==> src/rtl/voxel_dilate_six_neighbour_macros.svh <==
// Assertion helpers used by the asserting top-level file.
`ifndef VOXEL_DILATE_SIX_NEIGHBOUR_MACROS_SVH
`define VOXEL_DILATE_SIX_NEIGHBOUR_MACROS_SVH

// Same-cycle implication under the active-low synchronous reset.
`define VDIL_ASSERT_NOW(name, clk, rstn, ante, cons, msg) \
    name: assert property (@(posedge clk) disable iff (!rstn) (ante) |-> (cons)) \
        else $error(msg);

// Next-cycle implication under the active-low synchronous reset.
`define VDIL_ASSERT_NEXT(name, clk, rstn, ante, cons, msg) \
    name: assert property (@(posedge clk) disable iff (!rstn) (ante) |=> (cons)) \
        else $error(msg);

`endif

==> src/rtl/vdil_pkg.sv <==
package vdil_pkg;

    localparam int LABEL_BITS = 7;
    localparam int FACE_COUNT = 6;
    localparam int WORD_W     = LABEL_BITS + 1;   // label bits plus the grow mark on top
    localparam int SIZE_W     = 6;
    localparam int COORD_W    = 5;
    localparam int BIT_SEL_W  = 3;
    localparam int COUNT_W    = 16;
    localparam int REG_IDX_W  = 2;

    localparam logic [REG_IDX_W-1:0] REG_SIZE_X = 2'd0;
    localparam logic [REG_IDX_W-1:0] REG_SIZE_Y = 2'd1;
    localparam logic [REG_IDX_W-1:0] REG_SIZE_Z = 2'd2;

    // Face walk order: center first, then the six face neighbours.
    localparam logic [2:0] FACE_CENTER = 3'd0;
    localparam logic [2:0] FACE_XN     = 3'd1;
    localparam logic [2:0] FACE_XP     = 3'd2;
    localparam logic [2:0] FACE_YN     = 3'd3;
    localparam logic [2:0] FACE_YP     = 3'd4;
    localparam logic [2:0] FACE_ZN     = 3'd5;
    localparam logic [2:0] FACE_ZP     = 3'd6;

    typedef enum logic [1:0] {
        ACT_WRITE  = 2'd0,
        ACT_READ   = 2'd1,
        ACT_DILATE = 2'd2
    } action_t;

    typedef struct packed {
        logic [BIT_SEL_W-1:0]  guard_bit;
        logic [BIT_SEL_W-1:0]  label_bit;
        logic [LABEL_BITS-1:0] write_bits;
        logic [COORD_W-1:0]    coord_z;
        logic [COORD_W-1:0]    coord_y;
        logic [COORD_W-1:0]    coord_x;
        action_t               action;
    } cmd_t;

    typedef struct packed {
        logic [COUNT_W-1:0]    grown_count;
        logic                  status;
        logic [LABEL_BITS-1:0] read_bits;
    } res_t;

    typedef struct packed {
        logic [SIZE_W-1:0] x;
        logic [SIZE_W-1:0] y;
        logic [SIZE_W-1:0] z;
    } dims_t;

    // One-hot mask of a label bit; selector seven gives an empty mask.
    function automatic logic [LABEL_BITS-1:0] bit_mask(input logic [BIT_SEL_W-1:0] sel);
        bit_mask = LABEL_BITS'(8'b1 << sel);
    endfunction

endpackage

==> src/rtl/vdil_seq.sv <==
module vdil_seq import vdil_pkg::*; #(
    parameter int MAX_X = 32,
    parameter int MAX_Y = 32,
    parameter int AW    = 15
) (
    input  logic              aclk,
    input  logic              aresetn,
    input  logic              in_valid,
    output logic              in_ready,
    input  cmd_t              in_cmd,
    input  dims_t             dims,
    output logic              mem_we,
    output logic [AW-1:0]     mem_waddr,
    output logic [WORD_W-1:0] mem_wdata,
    output logic [AW-1:0]     mem_raddr,
    input  logic [WORD_W-1:0] mem_rdata,
    output logic              res_valid,
    input  logic              res_ready,
    output res_t              res
);

    typedef enum logic [7:0] {
        S_IDLE      = 8'b0000_0001,
        S_DECODE    = 8'b0000_0010,
        S_READ_WAIT = 8'b0000_0100,
        S_SCAN_RD   = 8'b0000_1000,
        S_SCAN_CHK  = 8'b0001_0000,
        S_APPLY_RD  = 8'b0010_0000,
        S_APPLY_CHK = 8'b0100_0000,
        S_DONE      = 8'b1000_0000
    } state_t;

    localparam logic [AW-1:0] MX_A  = AW'(MAX_X);
    localparam logic [AW-1:0] MXY_A = AW'(MAX_X * MAX_Y);

    state_t                state_reg, state_next;
    cmd_t                  cmd_reg, cmd_next;
    res_t                  res_reg, res_next;
    logic [SIZE_W-1:0]     x_reg, x_next, y_reg, y_next, z_reg, z_next;
    logic [AW-1:0]         addr_reg, addr_next, row_reg, row_next, plane_reg, plane_next;
    logic [2:0]            face_reg, face_next;
    logic [LABEL_BITS-1:0] center_reg, center_next;
    logic [COUNT_W-1:0]    count_reg, count_next;

    logic [LABEL_BITS-1:0] lmask, gmask, rd_bits;
    logic                  coord_ok, face_ok, off_sub, advance;
    logic                  x_last, y_last, z_last, scan_end;
    logic [AW-1:0]         coord_addr, off, nbr_addr, row_step, plane_step;

    assign lmask   = bit_mask(cmd_reg.label_bit);
    assign gmask   = bit_mask(cmd_reg.guard_bit);
    assign rd_bits = mem_rdata[LABEL_BITS-1:0];

    assign coord_ok = ({1'b0, cmd_reg.coord_x} < dims.x) &&
                      ({1'b0, cmd_reg.coord_y} < dims.y) &&
                      ({1'b0, cmd_reg.coord_z} < dims.z);
    assign coord_addr = AW'(cmd_reg.coord_x) + MX_A * AW'(cmd_reg.coord_y) +
                        MXY_A * AW'(cmd_reg.coord_z);

    assign x_last   = !((x_reg + SIZE_W'(1)) < dims.x);
    assign y_last   = !((y_reg + SIZE_W'(1)) < dims.y);
    assign z_last   = !((z_reg + SIZE_W'(1)) < dims.z);
    assign scan_end = x_last && y_last && z_last;

    assign row_step   = row_reg + MX_A;
    assign plane_step = plane_reg + MXY_A;

    // Neighbour address unit: one adder, offset and direction picked by face.
    always_comb begin
        face_ok = 1'b1;
        off     = '0;
        off_sub = 1'b0;
        case (face_reg)
            FACE_XN: begin
                face_ok = (x_reg != '0);
                off     = AW'(1);
                off_sub = 1'b1;
            end
            FACE_XP: begin
                face_ok = !x_last;
                off     = AW'(1);
            end
            FACE_YN: begin
                face_ok = (y_reg != '0);
                off     = MX_A;
                off_sub = 1'b1;
            end
            FACE_YP: begin
                face_ok = !y_last;
                off     = MX_A;
            end
            FACE_ZN: begin
                face_ok = (z_reg != '0);
                off     = MXY_A;
                off_sub = 1'b1;
            end
            FACE_ZP: begin
                face_ok = !z_last;
                off     = MXY_A;
            end
            default: begin
                face_ok = 1'b1;
                off     = '0;
            end
        endcase
    end

    assign nbr_addr = off_sub ? (addr_reg - off) : (addr_reg + off);

    always_comb begin
        state_next  = state_reg;
        cmd_next    = cmd_reg;
        res_next    = res_reg;
        x_next      = x_reg;
        y_next      = y_reg;
        z_next      = z_reg;
        addr_next   = addr_reg;
        row_next    = row_reg;
        plane_next  = plane_reg;
        face_next   = face_reg;
        center_next = center_reg;
        count_next  = count_reg;
        mem_we      = 1'b0;
        mem_waddr   = addr_reg;
        mem_wdata   = '0;
        mem_raddr   = nbr_addr;
        in_ready    = 1'b0;
        res_valid   = 1'b0;
        advance     = 1'b0;

        unique case (state_reg)
            S_IDLE: begin
                in_ready = 1'b1;
                if (in_valid) begin
                    cmd_next   = in_cmd;
                    state_next = S_DECODE;
                end
            end
            S_DECODE: begin
                res_next   = '0;
                state_next = S_DONE;
                unique case (cmd_reg.action)
                    ACT_WRITE: begin
                        if (coord_ok) begin
                            mem_we    = 1'b1;
                            mem_waddr = coord_addr;
                            mem_wdata = {1'b0, cmd_reg.write_bits};
                        end else begin
                            res_next.status = 1'b1;
                        end
                    end
                    ACT_READ: begin
                        mem_raddr = coord_addr;
                        if (coord_ok) begin
                            state_next = S_READ_WAIT;
                        end else begin
                            res_next.status = 1'b1;
                        end
                    end
                    ACT_DILATE: begin
                        x_next     = '0;
                        y_next     = '0;
                        z_next     = '0;
                        addr_next  = '0;
                        row_next   = '0;
                        plane_next = '0;
                        face_next  = FACE_CENTER;
                        count_next = '0;
                        // empty volume: nothing to walk
                        if (dims.x != '0 && dims.y != '0 && dims.z != '0) begin
                            state_next = S_SCAN_RD;
                        end
                    end
                    default: begin
                        state_next = S_DONE;
                    end
                endcase
            end
            S_READ_WAIT: begin
                res_next.read_bits = rd_bits;
                state_next         = S_DONE;
            end
            S_SCAN_RD: begin
                if (face_ok) begin
                    state_next = S_SCAN_CHK;
                end else if (face_reg == FACE_ZP) begin
                    advance = 1'b1;
                end else begin
                    face_next = face_reg + 3'd1;
                end
            end
            S_SCAN_CHK: begin
                if (face_reg == FACE_CENTER) begin
                    center_next = rd_bits;
                    if ((rd_bits & (lmask | gmask)) != '0) begin
                        advance = 1'b1;
                    end else begin
                        face_next  = FACE_XN;
                        state_next = S_SCAN_RD;
                    end
                end else if ((rd_bits & lmask) != '0) begin
                    // mark only; label bits stay as they were until the apply walk
                    mem_we    = 1'b1;
                    mem_wdata = {1'b1, center_reg};
                    advance   = 1'b1;
                end else if (face_reg == FACE_ZP) begin
                    advance = 1'b1;
                end else begin
                    face_next  = face_reg + 3'd1;
                    state_next = S_SCAN_RD;
                end
            end
            S_APPLY_RD: begin
                mem_raddr  = addr_reg;
                state_next = S_APPLY_CHK;
            end
            S_APPLY_CHK: begin
                if (mem_rdata[WORD_W-1]) begin
                    mem_we    = 1'b1;
                    mem_wdata = {1'b0, rd_bits | lmask};
                    if (count_reg != '1) begin
                        count_next = count_reg + COUNT_W'(1);
                    end
                end
                advance = 1'b1;
            end
            S_DONE: begin
                res_valid = 1'b1;
                if (res_ready) begin
                    state_next = S_IDLE;
                end
            end
            default: begin
                state_next = S_IDLE;
            end
        endcase

        // Step to the next voxel in x, then y, then z order.
        if (advance) begin
            face_next = FACE_CENTER;
            if (!x_last) begin
                x_next    = x_reg + SIZE_W'(1);
                addr_next = addr_reg + AW'(1);
            end else if (!y_last) begin
                x_next    = '0;
                y_next    = y_reg + SIZE_W'(1);
                row_next  = row_step;
                addr_next = row_step;
            end else if (!z_last) begin
                x_next     = '0;
                y_next     = '0;
                z_next     = z_reg + SIZE_W'(1);
                plane_next = plane_step;
                row_next   = plane_step;
                addr_next  = plane_step;
            end else begin
                x_next     = '0;
                y_next     = '0;
                z_next     = '0;
                plane_next = '0;
                row_next   = '0;
                addr_next  = '0;
            end

            if (state_reg == S_APPLY_CHK) begin
                if (scan_end) begin
                    res_next.grown_count = count_next;
                    state_next           = S_DONE;
                end else begin
                    state_next = S_APPLY_RD;
                end
            end else begin
                state_next = scan_end ? S_APPLY_RD : S_SCAN_RD;
            end
        end
    end

    always_ff @(posedge aclk) begin
        if (!aresetn) begin
            state_reg <= S_IDLE;
        end else begin
            state_reg <= state_next;
        end
    end

    always_ff @(posedge aclk) begin
        cmd_reg    <= cmd_next;
        res_reg    <= res_next;
        x_reg      <= x_next;
        y_reg      <= y_next;
        z_reg      <= z_next;
        addr_reg   <= addr_next;
        row_reg    <= row_next;
        plane_reg  <= plane_next;
        face_reg   <= face_next;
        center_reg <= center_next;
        count_reg  <= count_next;
    end

    assign res = res_reg;

endmodule

==> config.mk <==
export PLATFORM = sky130hd
export DESIGN_NAME = vdil_seq
export DESIGN_NICKNAME = d
export VERILOG_FILES = /design/src/rtl/voxel_dilate_six_neighbour_macros.svh /design/src/rtl/vdil_pkg.sv /design/src/rtl/vdil_seq.sv
export SDC_FILE = /design/constraint.sdc
export NUM_CORES = 1
export LEC_CHECK = 0
export ABC_AREA = 1
export BUFFER_PORTS_ARGS = -buffer_cell sky130_fd_sc_hd__clkbuf_2
export CAP_MARGIN = 20
export CORE_MARGIN = 8
export CORE_UTILIZATION = 55
export CTS_BUF_LIST = sky130_fd_sc_hd__clkbuf_16
export CTS_CLUSTER_DIAMETER = 80
export DETAILED_ROUTE_END_ITERATION = 7
export PLACE_DENSITY = 0.83
export SYNTH_ARGS = -nofsm -noshare
export SYNTH_HDL_FRONTEND = slang
export SYNTH_SLANG_ARGS = --single-unit
==> constraint.sdc <==
create_clock -name aclk -period 4.1 [get_ports aclk]
set_input_delay 0.82 -clock aclk [delete_from_list [all_inputs] [get_ports aclk]]
set_output_delay 0.82 -clock aclk [all_outputs]
set_load 0.1 [all_outputs]
# Word level (Yosys, flattened, before mapping)
# Cells that the tools add are included.
[word_totals] out_inout_bits=65 reg_bits=151
[op_classes] order_cmp=6 reduce_logical=33 n_addsub=12 n_mux=92 n_eq_ne=28 bitwise=4 n_shift=2
[op_table] cell="$mux W15" n=20
[op_table] cell="$mux W8" n=14
[op_table] cell="$mux W16" n=6
[op_table] cell="$mux W6" n=16
[op_table] cell="$pmux W8 S8" n=1
[op_table] cell="$reduce_bool A6 Y1" n=6
[op_table] cell="$pmux W11 S3" n=1
[op_table] cell="$pmux W16 S2" n=1
[op_table] cell="$pmux W15 S2" n=1
[op_table] cell="$pmux W8 S3" n=1
[op_table] cell="$mux W7" n=3
[op_table] cell="$add A6 B1 Y6 const B" n=3
[op_table] cell="$lt A5 B6 Y1" n=3
[op_table] cell="$lt A6 B6 Y1" n=3
[op_table] cell="$mux W3" n=6
[op_table] cell="$mux W17" n=1
[op_table] cell="$add A16 B1 Y16 const B" n=1
[op_table] cell="$ne A16 B16 Y1 const B" n=1
[op_table] cell="$pmux W8 S2" n=1
[op_table] cell="$add A11 B15 Y15" n=1
[op_table] cell="$add A15 B1 Y15 const B" n=1
[op_table] cell="$add A15 B11 Y15 const B" n=1
[op_table] cell="$add A15 B15 Y15" n=1
[op_table] cell="$add A15 B6 Y15 const B" n=1
[op_table] cell="other kinds (40)" n=83

# Depth between registers and ports, before layout
# Gate-level depths: netlist of run 1.
[depth] ltp_word=9 mapped_depth=20 depth_no_buf=20

# Least setup slack after synthesis of run 1
# Ideal clock, no wire load.
[synth_timing] kind="register to register" startpoint="reg state_reg[7]" endpoint="reg cmd_reg[0] in the netlist's numbering (enable)" t_required_ns=3.683 t_arrival_ns=5.332 setup_slack_ns=-1.649 path_stages_with_launch=6 path_cell_list="dfxtp_1 > nor2_1 > nand2_1 > nor4_1 > inv_1 > nor2_1"
[synth_between] elab_chain_len=2
[synth_lines] item="from (decl)" line_no="vdil_seq.sv:36" rtl="state_t state_reg, state_next;"
[synth_lines] item="from (signal assigned)" line_no="vdil_seq.sv:282" rtl="state_reg <= state_next;"
[synth_lines] item="$eq A8 B1 Y1" line_no="vdil_seq.sv:131" rtl="unique case (state_reg)"
[synth_lines] item="$reduce_and A2 Y1 (no line)"
[synth_lines] item="to (signal assigned)" line_no="vdil_seq.sv:287" rtl="cmd_reg <= cmd_next;"
[synth_lines] item="to (decl)" line_no="vdil_seq.sv:37" rtl="cmd_t cmd_reg, cmd_next;"
# Every way passes these cells.
# A chain may end at the register's enable or synchronous reset.

# Final worst setup path of run 1
[layout_timing] startpoint="reg face_reg[0]" endpoint="out mem_raddr[10]"
[layout_between] elab_chain_len=7
[layout_lines] item="from (decl)" line_no="vdil_seq.sv:41" rtl="logic [2:0] face_reg, face_next;"
[layout_lines] item="from (signal assigned)" line_no="vdil_seq.sv:295" rtl="face_reg <= face_next;"
[layout_lines] item="$eq A3 B3 Y1 (tied with other cells)" line_no="vdil_seq.sv:73" rtl="case (face_reg)"
[layout_lines] item="$reduce_or A2 Y1 (no line)"
[layout_lines] item="$pmux W11 S3" line_no="vdil_seq.sv:73"
[layout_lines] item="$add A15 B15 Y15 or $sub A15 B15 Y15 (tied branches)" line_no="vdil_seq.sv:108" rtl="assign nbr_addr = off_sub ? (addr_reg - off) : (addr_reg + off);"
[layout_lines] item="$mux W15 (*)" line_no="vdil_seq.sv:108"
[layout_lines] item="$mux W15" line_no="vdil_seq.sv:142" rtl="unique case (cmd_reg.action)"
[layout_lines] item="$pmux W15 S2 (*)" line_no="vdil_seq.sv:131"
[layout_lines] item="to (decl)" line_no="vdil_seq.sv:15" rtl="output logic [AW-1:0] mem_raddr,"
# Mark *: on every way between the ends. The rest lies on a longest branch, timed or not.

==> impl_metrics.json, run 1 <==
{
  "htreeDepth": 4,
  "dpl_cell_area_um2": 11150,
  "worstSetupEndpointType": "output port",
  "root_buffer": "clkbuf_16",
  "cts_hold_buf": 0,
  "worstMarginPinSlew_ps": 928.5,
  "r2r_slack_ps": 470,
  "synth-seq-cells": 151,
  "drt_wl_total_mm": 28.68,
  "worstHoldEndpoint": "res[22]$_DFF_P_",
  "cts_made_buffers": 17,
  "critPathMaxStageDelay_ps": 380,
  "dr.pass1.iters": 5,
  "crit_fanout": 5,
  "startpoint_type": "flop",
  "syn_to_final_growth_pct": 24.67,
  "hold_viol": 0,
  "setup_viol": 0,
  "rsz0062_at_grt": "yes",
  "max_freq_mhz": 247.7,
  "timing.slew.headroom_pct": 37.95,
  "gr-total-overflow": 0,
  "coreArea_um2": 17240,
  "r2r_end": "addr_reg[12]$_SDFFCE_PP0P_",
  "antenna_left": 0,
  "grt_max_degree": 43,
  "critPathTopFamily": "compound AO/OA/AOI/OAI gates",
  "path_clk_slew_ps": 70,
  "crit_arrival_ps": 3220,
  "cp.depth": 19,
  "synth_area_leaders": "edfxtp_1 20%, dfxtp_1 18%, nand2_1 13%",
  "post-dp-hpwl_mm": 21.76,
  "wire_per_inst_um": 16.91,
  "outcome": "finished clean",
  "ys.flop_type": "dfxtp_1",
  "final_util_pct": 70.03,
  "cts_tree": "yes",
  "final_cell_mix": "328 x nand2_1, 172 x inv_1, 124 x nand3_1",
  "holdWs_ps": 468.8,
  "final_area_um2": 12070,
  "synth_warnings": 0,
  "ir_drop_v": 0.001757,
  "path_cells": "inv_4 > ha_4 > inv_4 > nor2_4 > nor2_2 > ha_1 > a21oi_2 > ha_4 > a21oi_2 > a21boi_2 > o21ai_2 > nand2_1 > nand2_1 > nand2_1 > nand2_2 > nand2_1 > nand2_1 > o211ai_1 > clkbuf_16",
  "slew_violations": 0,
  "io_buffers": 124,
  "start_util_pct": 56.17,
  "vias": 9627,
  "seq_area_frac_synth_pct": 38.05,
  "diodes": 0,
  "postSynthCellCount": 1320,
  "synth-async-reset-ratio_pct": 0,
  "crit_type": "flop to output port",
  "worstPathRequired_ps": 3280,
  "fin_crit_ps": 4038,
  "synth_area_um2": 9682,
  "final_common_cell": "nand2_1",
  "worstHoldPathCells": 2,
  "drt-initial-drc-count": 1112,
  "design.die.area_um2": 22100,
  "fin_ws_ps": 62.06,
  "rows": 48,
  "fillCellCount": 1322,
  "synth_top_area_cell": "edfxtp_1",
  "clkLatencyLatePin_ps": 430,
  "grt_pass1_vias": 8974,
  "powerDensity_nw_per_um2": 744.9,
  "hold_class": "flop to flop",
  "pre_cts_slack_ps": 224.0,
  "synth_nets": 1443,
  "finalCritPeriodShare_pct": 98.49,
  "detail_route.vias_per_cell": 5.676,
  "synth_edf_count": 66,
  "max-clock-path-buffers": 2,
  "path_buf_inv": 3,
  "die_w_um": 148.7,
  "reg2reg_from": "x_reg[0]$_SDFFCE_PP0P_",
  "p_leak_nw": 5.741,
  "hp-start": "res[22]$_DFF_P_",
  "die_h_um": 148.7,
  "grtUsageTotal_pct": 25.43,
  "maxCapViolations": 0,
  "drc": 0,
  "critical-path-slowest-cell": "dfxtp_4",
  "path_common_cell": "nand2_1",
  "avgSynthCellArea_um2": 7.335,
  "synth.distinct_cells": 54,
  "clock_sinks": 151,
  "final_nets": 1581,
  "skew_ps": 9.481,
  "gp_congestion": 0.9281,
  "largest_reg_flops": 30,
  "reg2reg_depth": 19,
  "layout-drive-gt1-share_pct": 21.62,
  "grt_pass1_wl_mm": 45.30,
  "ios": 125,
  "synth_top_cell_area_share_pct": 20.47,
  "antenna_found_initial": 0
}
cells in the mapped netlist (18+ instances only):
cell,count
nand2_1,338
inv_1,179
nand3_1,128
nor2_1,106
dfxtp_1,85
o21ai_0,74
edfxtp_1,66
ha_1,62
a21oi_1,46
nand4_1,32
xor2_1,28
nor3_1,18
final cells by class:
cell class / count / area [um^2] / share of cell area [%]
tap: 225 / 281.5 / 2.332
clock buffer: 17 / 425.4 / 3.524
sequential: 151 / 3692 / 30.59
multi-input combinational: 941 / 5578 / 46.21
timing repair buffer: 150 / 1210 / 10.02
inverter: 197 / 749.5 / 6.209
clock inverter: 15 / 133.9 / 1.109
kinds of logic (layout without fill, tap and decap cells):
family          count (synthesis)  after routing  share of synthesized area [%]
compound gates                187            187                          11.58
xor+xnor                       33             33                          2.985
fa+ha+maj                      63             63                          8.219
buf+inv                       228            379                          9.292
flops                         151            151                          38.05
mux                             1              1                         0.1034
simple gates                  657            657                          29.78
worst register-to-register path, cell delays in order, from the launching register on:
cell,delay [ps]
edfxtp_1,480
ha_1,250
nand2_1,70
inv_1,60
nand2_1,80
xor2_1,260
inv_1,90
ha_1,280
nand2_1,60
a21oi_1,140
nor2_1,90
nand3_1,90
nand3_1,100
nor2_2,210
nand3_2,140
nand2_4,280
nand2_1,350
inv_2,260
nand2_1,100
nand3_1,110
metal layers:
layer | global-route usage, % | vias up | share of wire (%)
met3 | 4.224 | 65 | 7.1
met1 | 33.15 | 4470 | 43
met5 | 0 | - | 0
met4 | 9.740 | 0 | 2.9
met2 | 41.36 | 437 | 47
li1 | - | 4655 | -
power by group:
group / switching (W) / internal, W / total [W]
clock: 0.000704 / 0.000798 / 0.00150
sequential: 0.000186 / 0.00176 / 0.00195
combinational: 0.00362 / 0.00192 / 0.00554
per-stage QoR:
step           setup TNS (ps)  total power, W  instances
2_1_floorplan          -675.4        0.005455       1320
3_3_place_gp                0        0.006794       1650
3_5_place_dp                0        0.006852       1650
4_1_cts                -4.238        0.008512       1685
5_1_grt                -440.8        0.009420       1696
6_report                    0        0.008991       1696
timing repair:
| item | CTS | global route |
|---|---|---|
| pin swaps | 7 | 21 |
| gates resized for setup | 15 | 43 |
| setup buffers | 3 | 11 |
| setup endpoints to repair | 10 | 10 |
how the worst max path moves through the flow:
stage                                        start  slack [ps]       endpoint
final                     face_reg[0]$_SDFFE_PN0P_          60  mem_raddr[10]
after global placement    face_reg[2]$_SDFFE_PN0P_         300  mem_raddr[14]
after detailed placement  face_reg[2]$_SDFFE_PN0P_         220  mem_raddr[14]
after global routing      face_reg[0]$_SDFFE_PN0P_        -130   mem_raddr[9]
after floorplan           face_reg[1]$_SDFFE_PN0P_        -370  mem_raddr[10]
after CTS                 face_reg[0]$_SDFFE_PN0P_          -4  mem_raddr[14]
No activity file was read; power rests on OpenSTA's default activity.
==> inputs of run 2 (changes only) <==
==> constraint.sdc (replaced) <==
create_clock -name aclk -period 5.1 [get_ports aclk]
set_input_delay 1.02 -clock aclk [delete_from_list [all_inputs] [get_ports aclk]]
set_output_delay 1.02 -clock aclk [all_outputs]
set_load 0.05 [all_outputs]
==> run 2 against run 1 <==
  * Combinational power is 52% lower
  * Design area decreased by 8.5%
  * Sequential share of layout area grew 2.8 points
  * Count of clock-buffer cells in the layout grew 3
  * Global-route usage shrank 0.99 points
  * Worst hold slack better by 1.5 ps
==> impl_metrics.json, run 2 (synthesis results as in run 1) <==
{
  "final_nets": 1560,
  "met1_length_mm": 11.51,
  "crit_start": "face_reg[0]$_SDFFE_PN0P_",
  "drc": 0,
  "antenna_left": 0,
  "setup_viol": 0,
  "gp_congestion": 0.9612,
  "final_area_um2": 11050,
  "start_util_pct": 56.17,
  "top_layer": "met5",
  "htreeDepth": 4,
  "route.met3.wl_mm": 2.194,
  "cts_made_buffers": 17,
  "power_w": 0.005424,
  "crit_fanout": 6,
  "ir_drop_v": 0.0007826,
  "reg2reg_from": "x_reg[0]$_SDFFCE_PP0P_",
  "wire_per_inst_um": 16.22,
  "worstPathRequired_ps": 4080,
  "timing.slew.headroom_pct": 35.09,
  "dpl_cell_area_um2": 10470,
  "finalCritPeriodShare_pct": 93.56,
  "hp-start": "res[22]$_DFF_P_",
  "combPwrFrac_pct": 48.9,
  "path_clk_slew_ps": 60,
  "drt_wl_total_mm": 27.15,
  "clock_sinks": 151,
  "intPower_w": 0.002900,
  "io_buffers": 124,
  "design.die.area_um2": 22100,
  "vias": 9426,
  "worstMarginPinSlew_ps": 971.3,
  "grtUsageTotal_pct": 24.45,
  "dr.pass1.iters": 6,
  "rsz0062_at_grt": "no",
  "largest_reg_flops": 30,
  "max-clock-path-buffers": 2,
  "dr_wl_met2_mm": 12.60,
  "maxCapViolations": 0,
  "layout-drive-gt1-share_pct": 14.22,
  "outcome": "finished clean",
  "path_buf_inv": 1,
  "diodes": 0,
  "critical-path-slowest-cell": "fa_1",
  "final_common_cell": "nand2_1",
  "worstSetupEndpointType": "output port",
  "skew_ps": 10.49,
  "path_common_cell": "nand2_1",
  "drt-initial-drc-count": 811,
  "crit_type": "flop to output port",
  "hold_viol": 0,
  "clkLatencyLatePin_ps": 430,
  "post-dp-hpwl_mm": 20.49,
  "die_h_um": 148.7,
  "fin_cells": 1674,
  "coreArea_um2": 17240,
  "antenna_found_initial": 1,
  "root_buffer": "clkbuf_16",
  "crit_arrival_ps": 3750,
  "p_switching_w": 0.002524,
  "ios": 125,
  "final_cell_mix": "338 x nand2_1, 181 x inv_1, 128 x nand3_1",
  "path_cells": "ha_1 > ha_1 > nor3_2 > nand2_1 > fa_1 > nand3_1 > nand3_1 > a21boi_0 > o21ai_0 > nand2_1 > nand2_1 > nand2_1 > nand2_1 > nand2_1 > nand2_1 > o211ai_1 > clkbuf_2",
  "startpoint_type": "flop",
  "gr-total-overflow": 0,
  "dp.cells": 1643,
  "cts_tree": "yes",
  "critPathTopFamily": "simple AND/OR/NAND/NOR gates",
  "max_freq_mhz": 209.6,
  "fin_crit_ps": 4772,
  "seqCellArea_um2": 3684,
  "hold_class": "flop to flop",
  "tns_ps": 0,
  "die_w_um": 148.7,
  "clkPwrFrac_pct": 22.6,
  "slew_violations": 0,
  "syn_to_final_growth_pct": 14.11,
  "fillCellCount": 1484,
  "detail_route.vias_per_cell": 5.631,
  "p_leak_nw": 5.445,
  "grt_max_degree": 43,
  "power_frac_seq_pct": 28.5,
  "grt_pass1_vias": 9024,
  "powerDensity_nw_per_um2": 490.9,
  "critPathMaxStageDelay_ps": 480,
  "grt_pass1_wl_mm": 43.80,
  "rows": 48,
  "cts_hold_buf": 0,
  "switching_share_pct": 46.53,
  "multi_input_area_um2": 5111
}
## run 2: cell count changes in the layout (fill, tap and decap cells not counted), sizes merged
cell and delta:
buf -46, clkbuf +28, inv -3, clkinvlp -3, clkinv +2
## run 2: layer usage
metal / vias up / GRT usage [%]
met4: 2 / 10.86
met1: 4329 / 30.72
li1: 4625 / -
met5: - / 0
met3: 68 / 4.831
met2: 402 / 39.89
## run 2: power groups by stage
stage               clock, W  combinational [W]  sequential, W
finish               0.00123            0.00265        0.00155
CTS                  0.00124            0.00262        0.00154
global route         0.00128            0.00294        0.00156
floorplan                  0            0.00206        0.00153
global placement           0            0.00256        0.00156
detailed placement         0            0.00261        0.00156
## run 2: timing repair
action | 4_1_cts | 5_1_grt
setup buffers | 0 | 0
endpoints found under the setup margin | 0 | 8
resized for setup | 0 | 1
## run 2: worst min-delay path, delay by kind of cell, from the launching register on
| family | cells | cell delay [ps] |
|---|---|---|
| flops | 1 | 310 |
| simple gates | 2 | 120 |
## run 2: path summary, 6_finish.rpt
path | endpoint | slack [ps] | cells past startpoint
hold / removal | res[22]$_DFF_P_ | 470 | 2
hold reg to reg | res[22]$_DFF_P_ | 470 | 2
setup reg to reg | x_reg[1]$_SDFFCE_PP0P_ | 1200 | 17
setup / recovery | mem_raddr[10] | 330 | 17
## run 2: layout make-up
type | instances | share of cell area [%]
Multi-Input combinational cell | 941 | 46.26
Sequential cell | 151 | 33.34
Timing Repair Buffer | 129 | 5.957
Tap cell | 225 | 2.548
Clock inverter | 11 | 0.6455
Inverter | 197 | 6.716
Clock buffer | 20 | 4.530
## run 2: through the flow
stage	setup WS (ps)	hold WS (ps)	util (%)
after floorplan	703.1	443.0	-
after global placement	691.8	453.8	60.75
after detailed placement	590.2	462.3	60.75
after CTS	126.1	475.1	64.07
after global routing	14.23	488.8	64.10
final	328.3	470.3	64.10
==> inputs of run 3 (changes only) <==
ABC_AREA = 0   (was 1)
PLACE_DENSITY = 0.84   (was 0.83)
==> run 3 against run 2 <==
  * First-iteration DRC count fell by 5.7%
  * Sequential share of layout area rose by 1.9 points
  * Fmax fell by 3.3%
  * Highest routed layer is now met4
  * Die area fell by 6.4%
  * Power fell by 36%
  * Clock power barely moved
  * Cell count fell by 22%
==> impl_metrics.json, run 3 <==
{
  "power_w": 0.003497,
  "die_w_um": 143.9,
  "path_cells": "inv_1 > ha_1 > mux2_2 > inv_1 > ha_1 > or3_1 > ha_1 > or2_2 > a21o_1 > o2111a_1 > o21ai_2 > a21oi_1 > a21oi_1 > xnor2_1 > o21ai_1 > buf_4",
  "fin_crit_ps": 4935,
  "dpl_cell_area_um2": 9828,
  "crit_fanout": 5,
  "worstPathRequired_ps": 4080,
  "clkLatencyLatePin_ps": 430,
  "synth_area_leaders": "edfxtp_1 22%, dfxtp_1 19%, ha_1 8.6%",
  "wire_per_inst_um": 19.21,
  "post-dp-hpwl_mm": 18.27,
  "io_buffers": 124,
  "startpoint_type": "flop",
  "setup_viol": 0,
  "layout-drive-gt1-share_pct": 19.28,
  "vias": 8068,
  "finalCritPeriodShare_pct": 96.76,
  "detail_route.vias_per_cell": 6.182,
  "critPathTopFamily": "compound AO/OA/AOI/OAI gates",
  "max-clock-path-buffers": 2,
  "rows": 46,
  "synth_mux_area_share_pct": 3.395,
  "dr_wl_met2_mm": 12.31,
  "synth_xor_area_share_pct": 4.675,
  "grtUsageTotal_pct": 24.21,
  "synth-async-reset-ratio_pct": 0,
  "seqCellArea_um2": 3684,
  "largest_reg_flops": 30,
  "skew_ps": 7.559,
  "crit_arrival_ps": 3910,
  "path_buf_inv": 3,
  "drc": 0,
  "critPathMaxStageDelay_ps": 450,
  "powerDensity_nw_per_um2": 334.7,
  "root_buffer": "clkbuf_16",
  "fillCellCount": 1269,
  "final_nets": 1199,
  "synth_top_family_by_area": "simple AND/OR/NAND/NOR gates",
  "synth.distinct_cells": 78,
  "diodes": 0,
  "htreeDepth": 4,
  "final_util_pct": 65.52,
  "avgSynthCellArea_um2": 9.426,
  "drt-initial-drc-count": 765,
  "synth_edf_count": 66,
  "synth_nets": 1077,
  "final_common_cell": "clkbuf_2",
  "hp-start": "plane_reg[6]$_DFF_P_",
  "hold_viol": 0,
  "route.met3.wl_mm": 2.117,
  "design.die.area_um2": 20700,
  "synth_top_cell_area_share_pct": 22.04,
  "syn_to_final_growth_pct": 16.17,
  "synth_area_um2": 8992,
  "crit_start": "face_reg[0]$_SDFFE_PN0P_",
  "final_area_um2": 10450,
  "dr.pass1.iters": 6,
  "outcome": "finished clean",
  "worstSetupEndpointType": "output port",
  "cts_made_buffers": 17,
  "synth_common_cells": "85 x dfxtp_1, 78 x nand2_1, 68 x nor2_1",
  "synthAdderAreaFrac_pct": 8.849,
  "top_layer": "met4",
  "r2r_slack_ps": 1270,
  "multi_input_area_um2": 4957,
  "crit_type": "flop to output port",
  "tns_ps": 0,
  "p_leak_nw": 4.515,
  "ys.flop_type": "dfxtp_1",
  "timing.slew.headroom_pct": 33.92,
  "synth_warnings": 0,
  "synth-compound-area-share_pct": 18.19,
  "drt_wl_total_mm": 25.07,
  "antenna_found_initial": 0,
  "final_cell_mix": "121 x clkbuf_2, 85 x dfxtp_1, 78 x nand2_1",
  "worstHoldPathCells": 1,
  "path_common_cell": "ha_1",
  "grt_pass1_wl_mm": 39.77,
  "die_h_um": 143.9,
  "reg2reg_depth": 12,
  "reg2reg_from": "x_reg[0]$_SDFFCE_PP0P_",
  "met1_length_mm": 10.08,
  "yosysMostFrequentCell": "dfxtp_1",
  "ir_drop_v": 0.0002346,
  "synth_top_area_cell": "edfxtp_1",
  "hold_class": "flop to flop",
  "antenna_left": 0,
  "synth-seq-cells": 151,
  "worstMarginPinSlew_ps": 977.5,
  "gp_congestion": 0.9568,
  "grt_max_degree": 25,
  "holdWs_ps": 443.0,
  "max_freq_mhz": 202.6,
  "cp.depth": 16,
  "maxCapViolations": 0,
  "rsz0062_at_grt": "no",
  "coreArea_um2": 15940,
  "yosys.area_share.simple_pct": 19.77,
  "grt_pass1_vias": 7962,
  "cts_tree": "yes",
  "seq_area_frac_synth_pct": 40.96,
  "slew_violations": 0,
  "clock_sinks": 151,
  "ios": 125,
  "start_util_pct": 56.40,
  "path_clk_slew_ps": 70,
  "critical-path-slowest-cell": "or3_1",
  "postSynthCellCount": 954,
  "gr-total-overflow": 0
}
## run 3: cell types whose count changed after synthesis, moves of 16 or more
| cell | previous run | this run |
|---|---|---|
| o21ai_0 | 74 | 43 |
| nand2_1 | 338 | 78 |
| and3_1 | 0 | 30 |
| nor2b_1 | 0 | 16 |
| mux2_2 | 0 | 18 |
| nor2_1 | 106 | 68 |
| nand3_1 | 128 | 48 |
| inv_1 | 179 | 50 |
| xnor2_1 | 5 | 26 |
| nand4_1 | 32 | 12 |
## run 3: cell type report
class | instances | area share, %
Clock buffer | 18 | 4.312
Clock inverter | 14 | 1.246
Inverter | 51 | 1.833
Multi-Input combinational cell | 713 | 47.45
Sequential cell | 151 | 35.26
Tap cell | 216 | 2.587
Timing Repair Buffer | 142 | 7.306
## run 3: worst register-to-register path, cell delays in order, from the launching register on
cell and delay (ps):
edfxtp_1 450, ha_1 260, nand3_1 120, xnor2_1 100, ha_1 300, and4_1 180
o21ai_0 100, nor3b_1 150, buf_4 170, a311o_1 420, nor4_4 420, nor2_1 100
nand2_1 680
## run 3: timing repair
action | 4_1_cts | 5_1_grt
gates resized for setup | 2 | 9
buffers inserted | 0 | 1
hold buffers | 0 | 0
hold endpoints to repair | 0 | 0
endpoints found under the setup margin | 2 | 4
pin swaps | 0 | 1
## run 3: cells by family (layout without fill, tap and decap cells)
kind of cell | count (synthesis) | count (layout)
simple gates | 340 | 340
compound gates | 235 | 235
flops | 151 | 151
buf+inv | 90 | 225
fa+ha+maj | 63 | 63
xor+xnor | 48 | 48
mux | 27 | 27
## run 3: per-stage QoR
| stage | setup WS (ps) | std cells |
|---|---|---|
| after floorplan | 7.522 | 954 |
| after global placement | 597.7 | 1272 |
| after detailed placement | 442.4 | 1272 |
| after CTS | 23.70 | 1304 |
| after global routing | 4.450 | 1305 |
| final | 165.1 | 1305 |
## run 3: power by group
group / leakage, nW / internal, W / switching (W)
clock network: 0.283 / 0.000674 / 0.000577
logic: 2.93 / 0.000287 / 0.000593
registers: 1.30 / 0.00132 / 0.0000471
## run 3: path summary, 6_finish.rpt
check / end
setup / recovery: mem_raddr[14]
hold reg to reg: plane_reg[6]$_DFF_P_
hold / removal: plane_reg[6]$_DFF_P_
setup reg to reg: addr_reg[1]$_SDFFCE_PP0P_
## run 3: layer usage
layer,GRT usage (%),vias up
met5,0,-
met4,10.02,0
met3,5.342,49
met2,41.32,361
met1,28.86,3859
li1,-,3799
